**src/rtl/psc_pkg.sv**
```systemverilog
// types and constants shared by the pressure sensor compensation block
`default_nettype none

package psc_pkg;

  localparam int RawW = 24;
  localparam int CalW = 16;
  localparam int OutW = 32;
  localparam int CfgAddrW = 5;
  localparam int CfgDataW = 32;

  localparam int DtW = 25;
  localparam int PrW = 42;
  localparam int DsqW = 49;
  localparam int TdW = 18;
  localparam int TvW = 19;
  localparam int T2W = 17;
  localparam int SqW = 34;
  localparam int Off1W = 36;
  localparam int Sens1W = 35;
  localparam int Off2W = 38;
  localparam int Sens2W = 37;
  localparam int OffW = 40;
  localparam int SensW = 39;

  localparam int SplitW = 20;
  localparam int SensHiW = SensW - SplitW;
  localparam int PpW = SplitW + RawW;
  localparam int ProdW = 63;
  localparam int ProdShift = 21;
  localparam int QW = ProdW - ProdShift;
  localparam int XW = QW + 1;
  localparam int PresShift = 15;
  localparam int PW = XW - PresShift;

  localparam int TempRef = 2000;
  localparam int TempCold = -1500;
  localparam int ColdOffset = TempRef - TempCold;

  typedef enum logic [2:0] {
    REG_PRESSURE_SENSITIVITY = 3'd0,
    REG_PRESSURE_OFFSET      = 3'd1,
    REG_SENS_TEMP_COEFF      = 3'd2,
    REG_OFFSET_TEMP_COEFF    = 3'd3,
    REG_REFERENCE_TEMP       = 3'd4,
    REG_TEMP_SENSITIVITY     = 3'd5
  } cfg_reg_t;

  typedef struct packed {
    logic [CalW-1:0] pressure_sensitivity;
    logic [CalW-1:0] pressure_offset;
    logic [CalW-1:0] sens_temp_coeff;
    logic [CalW-1:0] offset_temp_coeff;
    logic [CalW-1:0] reference_temp;
    logic [CalW-1:0] temp_sensitivity;
  } cal_t;

  typedef struct packed {
    logic [RawW-1:0] raw_temperature;
    logic [RawW-1:0] raw_pressure;
  } in_item_t;

  typedef struct packed {
    logic signed [OutW-1:0] temperature_centi;
    logic signed [OutW-1:0] pressure_tenth_mbar;
  } out_item_t;

  typedef struct packed {
    logic signed [TdW-1:0]    td;
    logic signed [TvW-1:0]    tv;
    logic [T2W-1:0]           t2;
    logic signed [Off1W-1:0]  off1;
    logic signed [Sens1W-1:0] sens1;
    logic [RawW-1:0]          d1;
  } fo_item_t;

  typedef struct packed {
    logic signed [OutW-1:0]  tout;
    logic signed [OffW-1:0]  off;
    logic signed [SensW-1:0] sens;
    logic [RawW-1:0]         d1;
  } so_item_t;

endpackage

`default_nettype wire

```
**src/rtl/psc_cfg_regs.sv**
```systemverilog
// calibration word registers behind the APB-style port
`default_nettype none

module psc_cfg_regs (
  input  logic                           clk,
  input  logic                           rst_n,
  input  logic                           psel,
  input  logic                           penable,
  input  logic                           pwrite,
  input  logic [psc_pkg::CfgAddrW-1:0]   paddr,
  input  logic [psc_pkg::CfgDataW-1:0]   pwdata,
  output logic [psc_pkg::CfgDataW-1:0]   prdata,
  output logic                           pready,
  output psc_pkg::cal_t                  cal
);
  import psc_pkg::*;

  cal_t     cal_r;
  cal_t     cal_nxt;
  cfg_reg_t sel;
  logic     wr_en;

  assign sel   = cfg_reg_t'(paddr[CfgAddrW-1:2]);
  assign wr_en = psel && penable && pwrite;

  always_comb begin
    cal_nxt = cal_r;
    if (wr_en) begin
      unique case (sel)
        REG_PRESSURE_SENSITIVITY: cal_nxt.pressure_sensitivity = pwdata[CalW-1:0];
        REG_PRESSURE_OFFSET:      cal_nxt.pressure_offset      = pwdata[CalW-1:0];
        REG_SENS_TEMP_COEFF:      cal_nxt.sens_temp_coeff      = pwdata[CalW-1:0];
        REG_OFFSET_TEMP_COEFF:    cal_nxt.offset_temp_coeff    = pwdata[CalW-1:0];
        REG_REFERENCE_TEMP:       cal_nxt.reference_temp       = pwdata[CalW-1:0];
        REG_TEMP_SENSITIVITY:     cal_nxt.temp_sensitivity     = pwdata[CalW-1:0];
        default: ;
      endcase
    end
  end

  always_comb begin
    prdata = '0;
    unique case (sel)
      REG_PRESSURE_SENSITIVITY: prdata = CfgDataW'(cal_r.pressure_sensitivity);
      REG_PRESSURE_OFFSET:      prdata = CfgDataW'(cal_r.pressure_offset);
      REG_SENS_TEMP_COEFF:      prdata = CfgDataW'(cal_r.sens_temp_coeff);
      REG_OFFSET_TEMP_COEFF:    prdata = CfgDataW'(cal_r.offset_temp_coeff);
      REG_REFERENCE_TEMP:       prdata = CfgDataW'(cal_r.reference_temp);
      REG_TEMP_SENSITIVITY:     prdata = CfgDataW'(cal_r.temp_sensitivity);
      default:                  prdata = '0;
    endcase
  end

  always_ff @(posedge clk) begin
    if (!rst_n) begin
      cal_r <= '0;
    end else begin
      cal_r <= cal_nxt;
    end
  end

  assign pready = 1'b1;
  assign cal    = cal_r;

endmodule

`default_nettype wire

```
**config.mk**
```make
export PLATFORM = sky130hd
export DESIGN_NAME = psc_cfg_regs
export DESIGN_NICKNAME = d
export VERILOG_FILES = /design/src/rtl/psc_pkg.sv /design/src/rtl/psc_cfg_regs.sv
export SDC_FILE = /design/constraint.sdc
export NUM_CORES = 1
export LEC_CHECK = 0
export ABC_AREA = 1
export BUFFER_PORTS_ARGS = -buffer_cell sky130_fd_sc_hd__buf_4
export CELL_PAD_IN_SITES_DETAIL_PLACEMENT = 1
export CELL_PAD_IN_SITES_GLOBAL_PLACEMENT = 2
export CORE_ASPECT_RATIO = 1.5
export CORE_MARGIN = 8
export CORE_UTILIZATION = 28
export CTS_CLUSTER_SIZE = 40
export DETAILED_ROUTE_END_ITERATION = 10
export GPL_ROUTABILITY_DRIVEN = 0
export GPL_TIMING_DRIVEN = 0
export PLACE_DENSITY = 0.95
export SLEW_MARGIN = 40
export SYNTH_ARGS = -nofsm -noshare
export SYNTH_HDL_FRONTEND = slang
export SYNTH_SLANG_ARGS = --single-unit
```
**constraint.sdc**
```tcl
create_clock -name clk -period 6.4 [get_ports clk]
set_clock_uncertainty 0.2 [all_clocks]
set_input_delay 1.92 -clock clk [delete_from_list [all_inputs] [get_ports clk]]
set_output_delay 1.92 -clock clk [all_outputs]
set_load 0.05 [all_outputs]
```
==> results.md <==
* Relative slew slack at 0.614
* Synth warnings at 0
* DR DRC count at 0
* Dpl hpwl at 17800 um
* Sw Ratio at 0.312
* Pre-antenna DRT Iters at 4
* Num CTS Buffers at 9
* Pin count of the biggest net entering global routing at 18
* Port bufs at 132
* GRT Total Usage at 0.197
* Switch Pwr at 0.421 mW
* Die Ht at 179 um
* RSZ-0062 raised after global routing: false
* Final wirelength at 22500 um
* Post-Syn Area per Cell at 6.44 um2
* Total grt overflow at 0
* Setup Crit Path Kind: in2out
* Detailed-route via count at 5507
* Setup violations, final at 0
* Crit-path max FO at 10
* Leakage at 3.18 nW
* Clk network pwr share at 0.393
* Setup TNS at 0 ns
* Clock Sinks at 96
* Peak supply drop at 0.102 mV
* Final Hold Fails at 0
* CP Launch Type: input pin
* Max reg flops at 96
* Tmin final at 5.52 ns
* H-Tree Depth at 3
* Tcrit/Tclk final at 0.862
* Vias per cell at 4.79
* Vias in the first global route at 5790
* Commonest non-fill, non-tap cell in the layout: nor2_1
* Fin util at 0.377
* Total die area at 22400 um2
* P per Cell Area at 205 nW/um2
* Share of layout cells above drive strength 1 at 0.238
* Final ANT Viol Nets at 0
* Yosys cell types at 19
* Area contributors post-synth: dfxtp_1 39%, nor2_1 17%, nand2_1 14%
* WP data arrival at 3.40 ns
* Post-synthesis cell area at 4980 um2
* Sequential area share after synthesis at 0.386
* Combinational power share at 0.153
* Post-CTS setup buffers at 0
* Max-cap violation count at 0
* Core ar. at 17400 um2
* Initial Utilization at 0.286
* Area Overhead vs Synth at 32.0%
* FP Rows at 59
* Antenna violations before repair at 0
* Hold-fix buffers, CTS at 0
* Clock transition at path regs at 0.08 ns
* F_max at 181 MHz
* Commonest cells after routing, fill and taps aside: 220 x nor2_1, 192 x nand2_1, 158 x buf_4
* DR iter-0 viols at 251
* Flip-flop and latch count after synthesis at 96
* Root Buffer: clkbuf_16
* First-pass GRT wire length at 33600 um
* Worst hold path class: reg2reg
* Sequential share of power at 0.454
* Slew Viols, Final at 0
* Avg WL per Cell at 19.6 um
* ANT cells at 0
* Synth Instances at 773
* Crit end category: output pin
* Nets at 973
* Die Wd at 125 um
* Least-Margin Pin Slew at 0.579 ns
* Internal power at 0.928 mW
* Data required, critical path at 4.28 ns
* I/O pin cnt at 171
* Total power at 1.35 mW
* # fillers at 2300
* Yosys top cell by area: dfxtp_1
* Clock latency at the later pin of the worst-skew pair at 0.35 ns
* CTS tree: built
* Cts repair resizes at 0
* Post-synth top area share at 0.386
* Status: finished, final reports clean
* CTS max path bufs at 2
-- final cells by class --
| class | instances | area, um2 | share of cell area |
|---|---|---|---|
| tap | 213 | 267 | 0.0405 |
| inverter | 36 | 135 | 0.0206 |
| multi-input combinational | 586 | 2520 | 0.384 |
| buffer | 70 | 454 | 0.0691 |
| clock inverter | 7 | 53.8 | 0.00819 |
| timing repair buffer | 132 | 991 | 0.151 |
| clock buffer | 9 | 225 | 0.0343 |
| sequential | 96 | 1920 | 0.292 |
-- power groups by stage --
stage                     Combinational (mW)  Sequential, mW  Clock (mW)
after floorplan                        0.114           0.650           0
after global placement                 0.204           0.626           0
after detailed placement               0.205           0.626           0
after CTS                              0.206           0.612       0.538
after global routing                   0.220           0.613       0.560
final                                  0.206           0.612       0.530
-- final timing paths --
check / startpoint / end / slack (ns) / cells after the start
setup reg to reg: cal[41] / cal[41] / 5.50 / 2
setup / recovery: paddr[3] / prdata[13] / 0.88 / 8
hold / removal: cal[45] / cal[45] / 0.31 / 2
hold reg to reg: cal[45] / cal[45] / 0.31 / 2
-- stage by stage --
stage,instances,worst slack (ns),hold slack [ns],cell area (um2)
after global routing,1149,0.857,0.336,6570
final,1149,0.883,0.308,6570
after detailed placement,1133,0.921,0.296,6290
after global placement,1133,0.932,0.290,6290
after floorplan,788,1.26,0.510,5040
after CTS,1149,0.910,0.306,6570
-- cells in the mapped netlist --
cell type  count
a21oi_1       12
buf_1          9
buf_2         21
buf_4         26
buf_6          9
clkbuf_1       5
conb_1         2
dfxtp_1       96
inv_1         33
inv_2          3
nand2_1      192
nand2_2        1
nand3_1       96
nand3_2        3
nand3_4        1
nand4_1       33
nor2_1       220
nor2_2         2
nor2_4         9
-- worst max-delay path, cell delays in order --
cell	delay [ns]
buf_6	0.12
inv_2	0.12
clkbuf_1	0.47
nand4_1	0.17
nand2_1	0.17
nor2_1	0.09
nand2_1	0.12
buf_4	0.22
-- layer usage --
layer | global-route usage | share of wire | up-vias
met1 | 0.209 | 0.39 | 2605
met5 | 0 | 0 | -
li1 | - | - | 2715
met3 | 0.0326 | 0.057 | 41
met2 | 0.371 | 0.51 | 146
met4 | 0.101 | 0.047 | 0
-- kinds of logic (layout without fill, tap and decap cells) --
logic type	Yosys count	after routing	synth area share
other	2	17	0.00151
buffers and inverters	106	254	0.118
AO/OA/AOI/OAI	12	12	0.0121
flip-flops	96	96	0.386
AND/OR/NAND/NOR	557	557	0.482
No activity file was read; power rests on OpenSTA's default activity.
