$ cat src/rtl/psc_pkg.sv
// types and constants shared by the pressure sensor compensation block
`default_nettype none

package psc_pkg;

  localparam int RawW = 24;
  localparam int CalW = 16;
  localparam int OutW = 32;
  localparam int CfgAddrW = 5;
  localparam int CfgDataW = 32;

  localparam int DtW = 25;
  localparam int PrW = 42;
  localparam int DsqW = 49;
  localparam int TdW = 18;
  localparam int TvW = 19;
  localparam int T2W = 17;
  localparam int SqW = 34;
  localparam int Off1W = 36;
  localparam int Sens1W = 35;
  localparam int Off2W = 38;
  localparam int Sens2W = 37;
  localparam int OffW = 40;
  localparam int SensW = 39;

  localparam int SplitW = 20;
  localparam int SensHiW = SensW - SplitW;
  localparam int PpW = SplitW + RawW;
  localparam int ProdW = 63;
  localparam int ProdShift = 21;
  localparam int QW = ProdW - ProdShift;
  localparam int XW = QW + 1;
  localparam int PresShift = 15;
  localparam int PW = XW - PresShift;

  localparam int TempRef = 2000;
  localparam int TempCold = -1500;
  localparam int ColdOffset = TempRef - TempCold;

  typedef enum logic [2:0] {
    REG_PRESSURE_SENSITIVITY = 3'd0,
    REG_PRESSURE_OFFSET      = 3'd1,
    REG_SENS_TEMP_COEFF      = 3'd2,
    REG_OFFSET_TEMP_COEFF    = 3'd3,
    REG_REFERENCE_TEMP       = 3'd4,
    REG_TEMP_SENSITIVITY     = 3'd5
  } cfg_reg_t;

  typedef struct packed {
    logic [CalW-1:0] pressure_sensitivity;
    logic [CalW-1:0] pressure_offset;
    logic [CalW-1:0] sens_temp_coeff;
    logic [CalW-1:0] offset_temp_coeff;
    logic [CalW-1:0] reference_temp;
    logic [CalW-1:0] temp_sensitivity;
  } cal_t;

  typedef struct packed {
    logic [RawW-1:0] raw_temperature;
    logic [RawW-1:0] raw_pressure;
  } in_item_t;

  typedef struct packed {
    logic signed [OutW-1:0] temperature_centi;
    logic signed [OutW-1:0] pressure_tenth_mbar;
  } out_item_t;

  typedef struct packed {
    logic signed [TdW-1:0]    td;
    logic signed [TvW-1:0]    tv;
    logic [T2W-1:0]           t2;
    logic signed [Off1W-1:0]  off1;
    logic signed [Sens1W-1:0] sens1;
    logic [RawW-1:0]          d1;
  } fo_item_t;

  typedef struct packed {
    logic signed [OutW-1:0]  tout;
    logic signed [OffW-1:0]  off;
    logic signed [SensW-1:0] sens;
    logic [RawW-1:0]         d1;
  } so_item_t;

endpackage

`default_nettype wire

$ cat src/rtl/psc_pressure.sv
// pressure: split SENS x D1 product, two truncating scalings, output register
`default_nettype none

module psc_pressure (
  input  logic                clk,
  input  logic                rst_n,
  input  logic                up_valid,
  output logic                up_stall,
  input  psc_pkg::so_item_t   up_data,
  output logic                dn_valid,
  input  logic                dn_stall,
  output psc_pkg::out_item_t  dn_data
);
  import psc_pkg::*;

  localparam int Stages = 5;

  logic [Stages-1:0]        vld_r;
  logic [Stages-1:0]        adv;

  logic [PpW-1:0]           pl_nxt;
  logic signed [PpW-1:0]    ph_nxt;
  logic [PpW-1:0]           pl_r;
  logic signed [PpW-1:0]    ph_r;
  logic signed [ProdW:0]    wide;
  logic signed [ProdW-1:0]  prod_r;
  logic signed [ProdW-1:0]  bq;
  logic signed [QW-1:0]     q_r;
  logic signed [XW-1:0]     x_nxt;
  logic signed [XW-1:0]     x_r;
  logic signed [XW-1:0]     bx;
  out_item_t                out_nxt;
  out_item_t                out_r;

  logic signed [OffW-1:0]   off_s0_r;
  logic signed [OffW-1:0]   off_s1_r;
  logic signed [OffW-1:0]   off_s2_r;
  logic signed [OutW-1:0]   tout_s0_r;
  logic signed [OutW-1:0]   tout_s1_r;
  logic signed [OutW-1:0]   tout_s2_r;
  logic signed [OutW-1:0]   tout_s3_r;

  always_comb begin
    adv[Stages-1] = !vld_r[Stages-1] || !dn_stall;
    for (int k = Stages - 2; k >= 0; k--) begin
      adv[k] = !vld_r[k] || adv[k+1];
    end
  end

  always_comb begin
    pl_nxt = up_data.sens[SplitW-1:0] * up_data.d1;
    ph_nxt = $signed(up_data.sens[SensW-1:SplitW]) * $signed({1'b0, up_data.d1});
    wide   = $signed({ph_r, {SplitW{1'b0}}}) + $signed({{SplitW{1'b0}}, pl_r});
  end

  // truncate toward zero: bias negatives before the shift
  always_comb begin
    bq    = prod_r + (prod_r[ProdW-1] ? ProdW'((64'd1 << ProdShift) - 64'd1) : '0);
    x_nxt = $signed({q_r[QW-1], q_r})
          - $signed({{(XW-OffW){off_s2_r[OffW-1]}}, off_s2_r});
    bx    = x_r + (x_r[XW-1] ? XW'((64'd1 << PresShift) - 64'd1) : '0);
    out_nxt.temperature_centi   = tout_s3_r;
    out_nxt.pressure_tenth_mbar = $signed({{(OutW-PW){bx[XW-1]}}, bx[XW-1:PresShift]});
  end

  always_ff @(posedge clk) begin
    if (!rst_n) begin
      vld_r <= '0;
    end else begin
      if (adv[0]) vld_r[0] <= up_valid;
      if (adv[1]) vld_r[1] <= vld_r[0];
      if (adv[2]) vld_r[2] <= vld_r[1];
      if (adv[3]) vld_r[3] <= vld_r[2];
      if (adv[4]) vld_r[4] <= vld_r[3];
    end
  end

  always_ff @(posedge clk) begin
    if (adv[0]) begin
      pl_r      <= pl_nxt;
      ph_r      <= ph_nxt;
      off_s0_r  <= up_data.off;
      tout_s0_r <= up_data.tout;
    end
    if (adv[1]) begin
      prod_r    <= wide[ProdW-1:0];
      off_s1_r  <= off_s0_r;
      tout_s1_r <= tout_s0_r;
    end
    if (adv[2]) begin
      q_r       <= bq[ProdW-1:ProdShift];
      off_s2_r  <= off_s1_r;
      tout_s2_r <= tout_s1_r;
    end
    if (adv[3]) begin
      x_r       <= x_nxt;
      tout_s3_r <= tout_s2_r;
    end
    if (adv[4]) begin
      out_r <= out_nxt;
    end
  end

  assign up_stall = !adv[0];
  assign dn_valid = vld_r[Stages-1];
  assign dn_data  = out_r;

endmodule

`default_nettype wire

$ cat config.mk
export PLATFORM = sky130hd
export DESIGN_NAME = psc_pressure
export DESIGN_NICKNAME = d
export VERILOG_FILES = /design/src/rtl/psc_pkg.sv /design/src/rtl/psc_pressure.sv
export SDC_FILE = /design/constraint.sdc
export NUM_CORES = 2
export LEC_CHECK = 0
export BUFFER_PORTS_ARGS = -buffer_cell sky130_fd_sc_hd__buf_2
export CAP_MARGIN = 20
export CORE_MARGIN = 1.5
export CORE_UTILIZATION = 58
export CTS_CLUSTER_DIAMETER = 50
export DETAILED_ROUTE_END_ITERATION = 12
export PLACE_DENSITY_LB_ADDON = 0.15
export SYNTH_ARGS = -nofsm -noshare
export SYNTH_HDL_FRONTEND = slang
export SYNTH_SLANG_ARGS = --single-unit
$ cat constraint.sdc
create_clock -name clk -period 9.66 [get_ports clk]
set_clock_uncertainty 0.15 [all_clocks]
set_input_delay 2.415 -clock clk [delete_from_list [all_inputs] [get_ports clk]]
set_output_delay 2.415 -clock clk [all_outputs]
set_load 0.02 [all_outputs]
==> flow_metrics.py <==
metrics = {
    "logic_synthesis": {
        "syn_inst": 4922,
        "syn_area_sq_um": 53200,
        "synth_seq_cells": 548,
        "synth-edff-count": 543,
        "synth_top_cell_area_share_pct": 30.6,
        "seq_area_frac_synth_pct": 30.8,
        "yosys_most_used_dff": "edfxtp_1",
        "avgSynthCellArea_sq_um": 10.8,
        "yosys-top-cells-area": "edfxtp_1 31%, fa_1 29%, ha_1 9.9%, inv_1 6.3%, and2_1 5.9%",
        "synthArstFlopShare_pct": 0,
        "yosysTopAreaCell": "edfxtp_1",
        "ys_warn_count": 0,
        "synth.distinct_cells": 67,
        "synth_nets": 6248,
    },
    "routing": {
        "postRouteAntennaNets": 0,
        "drc": 0,
        "wl_um": 118000,
        "wire_per_inst_um": 18.9,
        "dr.first_iter.drc_count": 2198,
        "via_count": 34100,
        "viasPerCell": 5.44,
        "drtPass1Iterations": 6,
    },
    "clocking": {
        "htreeDepth": 2,
        "cts_tree": "yes",
        "numCtsBuffers": 52,
        "cts_setup_buffers": 0,
        "cts_repair_resize_count": 0,
        "cts_buffer_depth": 3,
        "path_clk_slew_ps": 60,
        "cts.sinks": 548,
        "cts.hold.buffers_added": 0,
        "root_buffer": "clkbuf_16",
        "insertion_delay_ps": 600,
    },
    "sta": {
        "rsz0062_at_grt": "false",
        "fmax_ghz": 0.113,
        "period_share_pct": 91.4,
        "tns_ps": 0,
        "fin_crit_ps": 8830,
        "setup_violations": 0,
        "setup_ws_ps": 830,
        "slew_headroom_pct": 31.3,
        "worst_slew_pin_slew_ps": 1030,
        "finalMaxSlewViolations": 0,
        "hold_viol": 0,
    },
    "global_routing": {
        "grt_pass1_vias": 35300,
        "grt_pass1_wl_um": 189000,
        "antenna_found_initial": 4,
        "grt_max_degree": 72,
        "track_usage_pct": 25.9,
        "grt-ovfl-total": 0,
    },
    "worst_setup_path": {
        "cp-start-kind": "input port",
        "worstSetupPathType": "input port to register",
        "worstPathRequired_ps": 9850,
        "cp_max_fo": 20,
        "critPathCaptureType": "register",
        "worstPathArrival_ps": 9020,
    },
    "die": {
        "dieArea_sq_um": 93600,
        "start_util_pct": 58.9,
        "design.core.area_sq_um": 90400,
        "die_x_um": 306,
        "rows": 110,
        "dieHeight_um": 306,
        "ios": 205,
    },
    "place": {
        "gp_congestion": 0.913,
        "place_ws_ps": 234,
        "numPortBuffers": 204,
        "hpwlAfterDp_um": 92400,
    },
    "outcome": {
        "status": "finished, final reports clean",
    },
    "cells_and_area": {
        "syn2layout_area_growth_pct": 7.77,
        "drive_gt1_share_pct": 7.60,
        "layout.nets": 6366,
    },
    "flow_run": {
        "maxCapViolations": 0,
    },
    "worst_hold_path": {
        "min_path_type": "register to register",
    },
}
## layout by cell type, fill, tap and decap left out, drive strengths merged, types with 5 or more instances in the layout
master	n
xor2	71
a21oi	166
fa	767
inv	901
nand3	64
nand2b	27
a41oi	7
nor2b	33
o211ai	8
nor4	5
nor3	15
nand2	544
dfxtp	5
a31oi	20
nor2	74
and2	500
a31o	6
o21bai	22
a211oi	16
clkbuf	57
edfxtp	543
a21o	96
or3	6
buf	279
o21a	15
ha	420
nand4	43
bufinv	6
and3	36
clkinvlp	5
xnor2	155
a21boi	10
clkinv	21
o21ai	89
and4	5
## final cells by class
class / count / area (sq um)
antenna: 1 / 2.50
clock buffer: 57 / 1320
clock inverter: 38 / 434
fill: 7234 / 33100
inverter: 895 / 3360
multi-input combinational: 3264 / 32700
sequential: 548 / 16400
tap: 1176 / 1470
timing repair buffer: 279 / 1710
## flip-flops by register name, indices dropped and copies added, names as in the netlist
register / flops
vld_r: 5
ph_r: 43
tout_s1_r: 32
x_r: 43
off_s2_r: 40
tout_s3_r: 32
pl_r: 44
dn_data: 60
tout_s2_r: 32
q_r: 42
prod_r: 63
tout_s0_r: 32
off_s0_r: 40
off_s1_r: 40
## path summary, 6_finish.rpt
path | from | to | slack, ps | depth (start not counted)
max | up_data[5] | ph_r[33] | 830 | 25
max reg2reg | x_r[42] | dn_data[27] | 5800 | 11
min | off_s1_r[5] | off_s2_r[5] | 240 | 0
min reg2reg | off_s1_r[5] | off_s2_r[5] | 240 | 0
## layer usage
layer  part of all wire (%)  GRT usage, %  vias up
met4                    2.0          5.35        0
met1                     44          36.7    17000
met2                     47          42.5     1061
li1                       -             -    15800
met3                    7.3          4.18      165
met5                      0             0        -
## logic make-up after synthesis
group           Yosys count  share of synthesized area, %
compound gates          489                          5.87
xor+xnor                226                          3.72
fa+ha+maj              1187                          38.7
buf+inv                1110                          7.87
flops                   548                          30.8
simple gates           1362                          13.0
## through the flow
stage	utilization [%]	cell area, sq um	std cells	hold slack, ps
floorplan	-	53200	4922	250
global placement	61.5	55600	6162	250
detailed placement	61.5	55600	6162	255
CTS	63.4	57400	6257	231
global route	63.4	57400	6257	246
finish	63.4	57400	6258	239
## critical path: stages
cell,delay (ps)
buf_2,410
buf_4,350
and2_1,220
fa_1,410
inv_1,90
fa_1,430
fa_1,490
inv_1,40
ha_1,260
ha_1,270
inv_1,40
fa_1,470
inv_1,40
ha_1,310
fa_1,420
a21oi_1,220
o211ai_1,170
o41a_1,360
a41oi_1,480
o41a_1,320
nor2_1,100
nor2b_1,180
o21ai_1,130
a41oi_1,260
xnor2_1,100
## cell usage after synthesis, drive strengths merged, types with 5 or more instances
library cell,number
a211oi,16
a21boi,10
a21o,96
a21oi,166
a31o,6
a31oi,20
a41oi,7
and2,500
and3,36
and4,5
buf,17
clkbuf,198
dfxtp,5
edfxtp,543
fa,767
ha,420
inv,895
nand2,544
nand2b,27
nand3,64
nand4,43
nor2,74
nor2b,33
nor3,15
nor4,5
o211ai,8
o21a,15
o21ai,89
o21bai,22
or3,6
xnor2,155
xor2,71
Power is left out: the tool's default activity adds up to more than one toggle a clock period on the data nets, which glitch-free logic cannot reach.
