File: config.mk
export PLATFORM = sky130hd
export DESIGN_NAME = psc_second_order
export DESIGN_NICKNAME = d
export VERILOG_FILES = /design/src/rtl/psc_pkg.sv /design/src/rtl/psc_second_order.sv
export SDC_FILE = /design/constraint.sdc
export NUM_CORES = 2
export LEC_CHECK = 0
export BUFFER_PORTS_ARGS = -buffer_cell sky130_fd_sc_hd__buf_2
export CAP_MARGIN = 25
export CORE_MARGIN = 4
export CORE_UTILIZATION = 45
export DETAILED_ROUTE_END_ITERATION = 12
export SLEW_MARGIN = 20
export SYNTH_ARGS = -nofsm -noshare
export SYNTH_HDL_FRONTEND = slang
export SYNTH_SLANG_ARGS = --single-unit
File: constraint.sdc
create_clock -name clk -period 8.9 [get_ports clk]
set_clock_uncertainty 0.1 [all_clocks]
set_input_delay 0.89 -clock clk [delete_from_list [all_inputs] [get_ports clk]]
set_output_delay 0.89 -clock clk [all_outputs]
set_load 0.005 [all_outputs]
File: src/rtl/psc_pkg.sv
// types and constants shared by the pressure sensor compensation block
`default_nettype none

package psc_pkg;

  localparam int RawW = 24;
  localparam int CalW = 16;
  localparam int OutW = 32;
  localparam int CfgAddrW = 5;
  localparam int CfgDataW = 32;

  localparam int DtW = 25;
  localparam int PrW = 42;
  localparam int DsqW = 49;
  localparam int TdW = 18;
  localparam int TvW = 19;
  localparam int T2W = 17;
  localparam int SqW = 34;
  localparam int Off1W = 36;
  localparam int Sens1W = 35;
  localparam int Off2W = 38;
  localparam int Sens2W = 37;
  localparam int OffW = 40;
  localparam int SensW = 39;

  localparam int SplitW = 20;
  localparam int SensHiW = SensW - SplitW;
  localparam int PpW = SplitW + RawW;
  localparam int ProdW = 63;
  localparam int ProdShift = 21;
  localparam int QW = ProdW - ProdShift;
  localparam int XW = QW + 1;
  localparam int PresShift = 15;
  localparam int PW = XW - PresShift;

  localparam int TempRef = 2000;
  localparam int TempCold = -1500;
  localparam int ColdOffset = TempRef - TempCold;

  typedef enum logic [2:0] {
    REG_PRESSURE_SENSITIVITY = 3'd0,
    REG_PRESSURE_OFFSET      = 3'd1,
    REG_SENS_TEMP_COEFF      = 3'd2,
    REG_OFFSET_TEMP_COEFF    = 3'd3,
    REG_REFERENCE_TEMP       = 3'd4,
    REG_TEMP_SENSITIVITY     = 3'd5
  } cfg_reg_t;

  typedef struct packed {
    logic [CalW-1:0] pressure_sensitivity;
    logic [CalW-1:0] pressure_offset;
    logic [CalW-1:0] sens_temp_coeff;
    logic [CalW-1:0] offset_temp_coeff;
    logic [CalW-1:0] reference_temp;
    logic [CalW-1:0] temp_sensitivity;
  } cal_t;

  typedef struct packed {
    logic [RawW-1:0] raw_temperature;
    logic [RawW-1:0] raw_pressure;
  } in_item_t;

  typedef struct packed {
    logic signed [OutW-1:0] temperature_centi;
    logic signed [OutW-1:0] pressure_tenth_mbar;
  } out_item_t;

  typedef struct packed {
    logic signed [TdW-1:0]    td;
    logic signed [TvW-1:0]    tv;
    logic [T2W-1:0]           t2;
    logic signed [Off1W-1:0]  off1;
    logic signed [Sens1W-1:0] sens1;
    logic [RawW-1:0]          d1;
  } fo_item_t;

  typedef struct packed {
    logic signed [OutW-1:0]  tout;
    logic signed [OffW-1:0]  off;
    logic signed [SensW-1:0] sens;
    logic [RawW-1:0]         d1;
  } so_item_t;

endpackage

`default_nettype wire

File: src/rtl/psc_second_order.sv
// second-order band corrections and final OFF, SENS and temperature
`default_nettype none

module psc_second_order (
  input  logic                clk,
  input  logic                rst_n,
  input  logic                up_valid,
  output logic                up_stall,
  input  psc_pkg::fo_item_t   up_data,
  output logic                dn_valid,
  input  logic                dn_stall,
  output psc_pkg::so_item_t   dn_data
);
  import psc_pkg::*;

  localparam int Stages = 3;

  logic [Stages-1:0]         vld_r;
  logic [Stages-1:0]         adv;

  logic signed [2*TdW-1:0]   sq_lo;
  logic signed [2*TvW-1:0]   sq_v;
  logic signed [OutW-1:0]    tout_nxt;
  logic [SqW-1:0]            lo_r;
  logic [SqW-1:0]            vlo_r;
  logic                      neg_r;
  logic                      vneg_r;
  logic signed [OutW-1:0]    tout_s0_r;
  logic signed [OutW-1:0]    tout_s1_r;
  logic signed [Off1W-1:0]   off1_s0_r;
  logic signed [Off1W-1:0]   off1_s1_r;
  logic signed [Sens1W-1:0]  sens1_s0_r;
  logic signed [Sens1W-1:0]  sens1_s1_r;
  logic [RawW-1:0]           d1_s0_r;
  logic [RawW-1:0]           d1_s1_r;

  logic [SqW+1:0]            lo3;
  logic [SqW+2:0]            lo5;
  logic [SqW+2:0]            v7;
  logic [Off2W-1:0]          off2_nxt;
  logic [Sens2W-1:0]         sens2_nxt;
  logic [Off2W-1:0]          off2_r;
  logic [Sens2W-1:0]         sens2_r;
  so_item_t                  so_nxt;
  so_item_t                  so_r;

  always_comb begin
    adv[Stages-1] = !vld_r[Stages-1] || !dn_stall;
    for (int k = Stages - 2; k >= 0; k--) begin
      adv[k] = !vld_r[k] || adv[k+1];
    end
  end

  always_comb begin
    sq_lo    = up_data.td * up_data.td;
    sq_v     = up_data.tv * up_data.tv;
    tout_nxt = $signed({{(OutW-TdW){up_data.td[TdW-1]}}, up_data.td})
             + OutW'(TempRef)
             - $signed({{(OutW-T2W){1'b0}}, up_data.t2});
  end

  // cold band below 20.00 C, extra term below -15.00 C
  always_comb begin
    lo3 = {2'b00, lo_r} + {1'b0, lo_r, 1'b0};
    lo5 = {1'b0, lo_r, 2'b00} + {3'b000, lo_r};
    v7  = {vlo_r, 3'b000} - {3'b000, vlo_r};
    if (neg_r) begin
      off2_nxt  = {{(Off2W-SqW-1){1'b0}}, lo3[SqW+1:1]}
                + (vneg_r ? {{(Off2W-SqW-3){1'b0}}, v7} : '0);
      sens2_nxt = {{(Sens2W-SqW){1'b0}}, lo5[SqW+2:3]}
                + (vneg_r ? {{(Sens2W-SqW-2){1'b0}}, vlo_r, 2'b00} : '0);
    end else begin
      off2_nxt  = {{(Off2W-SqW+4){1'b0}}, lo_r[SqW-1:4]};
      sens2_nxt = '0;
    end
  end

  always_comb begin
    so_nxt.tout = tout_s1_r;
    so_nxt.off  = $signed({{(OffW-Off1W){off1_s1_r[Off1W-1]}}, off1_s1_r})
                - $signed({{(OffW-Off2W){1'b0}}, off2_r});
    so_nxt.sens = $signed({{(SensW-Sens1W){sens1_s1_r[Sens1W-1]}}, sens1_s1_r})
                - $signed({{(SensW-Sens2W){1'b0}}, sens2_r});
    so_nxt.d1   = d1_s1_r;
  end

  always_ff @(posedge clk) begin
    if (!rst_n) begin
      vld_r <= '0;
    end else begin
      if (adv[0]) vld_r[0] <= up_valid;
      if (adv[1]) vld_r[1] <= vld_r[0];
      if (adv[2]) vld_r[2] <= vld_r[1];
    end
  end

  always_ff @(posedge clk) begin
    if (adv[0]) begin
      lo_r       <= sq_lo[SqW-1:0];
      vlo_r      <= sq_v[SqW-1:0];
      neg_r      <= up_data.td[TdW-1];
      vneg_r     <= up_data.tv[TvW-1];
      tout_s0_r  <= tout_nxt;
      off1_s0_r  <= up_data.off1;
      sens1_s0_r <= up_data.sens1;
      d1_s0_r    <= up_data.d1;
    end
    if (adv[1]) begin
      off2_r     <= off2_nxt;
      sens2_r    <= sens2_nxt;
      tout_s1_r  <= tout_s0_r;
      off1_s1_r  <= off1_s0_r;
      sens1_s1_r <= sens1_s0_r;
      d1_s1_r    <= d1_s0_r;
    end
    if (adv[2]) begin
      so_r <= so_nxt;
    end
  end

  assign up_stall = !adv[0];
  assign dn_valid = vld_r[Stages-1];
  assign dn_data  = so_r;

endmodule

`default_nettype wire

==> load_flow_metrics.sql <==
INSERT INTO impl_metrics (metric_group, metric, value, unit) VALUES
('detailed_routing', 'dr_wl_met3', '4690', 'µm'),
('detailed_routing', 'dr_wl_met2', '55100', 'µm'),
('yosys', 'synth_top_family_by_area', 'adder cells', ''),
('status', 'status', 'complete, no violations', ''),
('setup_path', 'critical_path_arrival', '7.69', 'ns'),
('timing', 'layout_min_cycle_time', '7.45', 'ns'),
('placed_design', 'globalplace.congestion', '0.893', ''),
('placed_design', 'dpl.cell_count', '6484', ''),
('layout', 'fin_nets', '6284', ''),
('timing', 'setup_viol', '0', ''),
('detailed_routing', 'topRoutingLayerUsed', 'met4', ''),
('floorplanning', 'fp.coreArea', '111000', 'µm²'),
('setup_path', 'critical_path.n_buffers_inverters', '4', ''),
('yosys', 'synth.cell_area', '50100', 'µm²'),
('setup_path', 'critPathLaunchType', 'primary input', ''),
('global_route', 'largest_net_degree_at_the_start_of_global_routing', '113', ''),
('yosys', 'post_synth_and_or_nand_nor_area_fraction', '9.78', '%'),
('yosys', 'synth_top_area_cell', 'edfxtp_1', ''),
('timing', 'grt_setup_unrepaired', 'false', ''),
('setup_path', 'crit_path_top_delay_cell', 'fa_1', ''),
('global_route', 'grt.overflow.total', '0', ''),
('timing', 'worstMarginPinSlew', '0.954', 'ns'),
('layout', 'postLayoutCoreUtil', '49.9', '%'),
('setup_path', 'critPathMaxFanout', '17', ''),
('timing', 'fin_hold_ws', '0.292', 'ns'),
('layout', 'layout_cell_share_with_drive_strength_beyond_1', '9.19', '%'),
('layout', 'mostFrequentLayoutCell', 'inv_1', ''),
('floorplanning', 'initial_util', '45.3', '%'),
('yosys', 'synth_adder_area_share', '35.8', '%'),
('worst_hold_path', 'holdPathStages', '1', ''),
('detailed_routing', 'route.vias.total', '33400', ''),
('detailed_routing', 'routedLengthMet1', '51500', 'µm'),
('yosys', 'synth.net_count', '6010', ''),
('clock_tree', 'clk_path_buf_depth', '3', ''),
('global_route', 'via_count_of_the_first_global_routing_pass', '35000', ''),
('yosys', 'post_synthesis_mux_area_share', '0.664', '%'),
('worst_hold_path', 'hold_class', 'primary input to flip-flop', ''),
('yosys', 'ys_seq_area_share', '29.8', '%'),
('placed_design', 'place_hpwl', '91600', 'µm'),
('clock_tree', 'clockRootBuffer', 'clkbuf_16', ''),
('yosys', 'synth_async_sr_flop_share', '0', '%'),
('yosys', 'synth_enable_flop_cells', '496', ''),
('setup_path', 'worst_ep_required_time', '9.14', 'ns'),
('clock_tree', 'clock_tree_from_tritoncts', 'done', ''),
('placed_design', 'numPortBuffers', '289', ''),
('flow_run', 'cap_viol_max_count', '0', ''),
('yosys', 'synth.top_cells.by_area', 'edfxtp_1 30%, fa_1 24%, ha_1 12%, inv_1 7.3%, xnor2_1 3.9%', ''),
('floorplanning', 'die_area', '117000', 'µm²'),
('detailed_routing', 'wl_per_cell', '17.1', 'µm'),
('clock_tree', 'clock-sinks', '499', ''),
('yosys', 'synthesized_area_per_cell', '10.5', 'µm²'),
('detailed_routing', 'antenna_nets_post_route', '0', ''),
('clock_tree', 'post_cts_hold_buffer_count', '0', ''),
('timing', 'max_slew_margin', '36.4', '%'),
('layout', 'diodes', '0', ''),
('clock_tree', 'post_cts_resized', '0', ''),
('yosys', 'netlist-cell-type-count', '89', ''),
('setup_path', 'crit_chain', 'buf_2 > nand2_1 > fa_1 > inv_1 > fa_1 > inv_1 > fa_1 > inv_1 > fa_1 > fa_1 > fa_1 > ha_1 > ha_1 > a21o_1 > a21oi_1 > o211ai_1 > a2111oi_2 > a31oi_1 > nor4_2 > o31ai_1 > or4_1 > a31o_1 > a21oi_2 > xnor2_1', ''),
('detailed_routing', 'route.detailed.drc', '0', ''),
('detailed_routing', 'routed_wl', '113000', 'µm'),
('clock_tree', 'clock_latency', '0.67', 'ns'),
('floorplanning', 'chipHeight', '342', 'µm'),
('yosys', 'postSynthRegisterBits', '499', ''),
('timing', 'final_hold_vio_count', '0', ''),
('clock_tree', 'cts_buffers', '57', ''),
('global_route', 'groute.usage.overall', '19.6', '%'),
('clock_tree', 'clock_tree.htree_level_count', '2', ''),
('setup_path', 'worstSetupPathType', 'primary input to flip-flop', ''),
('timing', 'final.setup.tns', '0', 'ns'),
('yosys', 'synth_xor_xnor_area_share', '5.51', '%'),
('floorplanning', 'floorplan.rows', '122', '');
[worst reg2reg max path, delay by kind of cell (launching register included)]
kind	cells	cell delay, ns
AOI/OAI and AO/OA	14	3.35
xor gates and xnor gates	2	0.28
adders and majority gates	2	0.74
DFF	1	0.47
muxes	1	0.28
and+or+nand+nor	4	0.89
[final cells by class]
| type | instances | area [µm²] |
|---|---|---|
| fillers | 10200 | 55500 |
| multi-input cells | 3214 | 31100 |
| flip-flops and latches | 499 | 15000 |
| inverters | 975 | 3670 |
| well taps | 1488 | 1860 |
| repair buffers | 308 | 1590 |
| clock buffers | 64 | 1450 |
| clock inverters | 44 | 548 |
[synthesized netlist by cell type, drive strengths merged, types with 14 or more instances]
cell type / number
nand2b: 43
fa: 596
mux2: 26
a31oi: 26
clkbuf: 78
and3: 25
nand2: 312
o21bai: 49
a21o: 129
a21oi: 236
xnor2: 225
xor2: 90
and2: 174
inv: 971
o31ai: 16
o21a: 50
nor2b: 48
nor2: 242
nand3: 47
a31o: 14
buf: 15
a211oi: 23
edfxtp: 496
nand4: 20
ha: 480
o21ai: 130
nor3: 44
[worst paths after layout]
kind | startpoint | end | slack [ns]
worst max-delay path | up_data[115] | vlo_r[33] | 1.45
worst min-delay path | up_data[7] | d1_s0_r[7] | 0.29
worst max register to register | vlo_r[8] | off2_r[36] | 2.50
worst min register to register | tout_s1_r[16] | dn_data[119] | 0.31
[through the flow]
stage	cell area [µm²]	setup WS, ns
floorplan	50100	1.18
global placement	53200	0.933
detailed placement	53200	0.823
CTS	55200	1.53
global route	55200	1.05
finish	55200	1.45
[cell families (layout without fill, tap and decap cells)]
family,count (synthesis),after routing
adders and majority gates,1076,1076
buffers and inverters,1068,1391
and+or+nand+nor,1011,1011
AOI/OAI and AO/OA,781,781
DFF,499,499
xor gates and xnor gates,315,315
muxes,30,30
other,1,1
[state kept, by name (all words and copies together), names as in the netlist]
register,cells
d1_s0_r,24
d1_s1_r,24
dn_data,123
lo_r,33
neg_r,1
off1_s0_r,36
off1_s1_r,36
off2_r,38
sens1_s0_r,35
sens1_s1_r,35
sens2_r,37
tout_s0_r,20
tout_s1_r,20
vld_r,3
vlo_r,33
vneg_r,1
[routing by layer]
| layer | vias up | track usage, % |
|---|---|---|
| li1 | 16300 | - |
| met1 | 16400 | 26.8 |
| met2 | 610 | 34.0 |
| met5 | - | 0 |
| met3 | 114 | 2.32 |
| met4 | 0 | 3.47 |
Power is not shown: default switching activity piles up to over one toggle a cycle in this logic, so the estimate is an artifact.
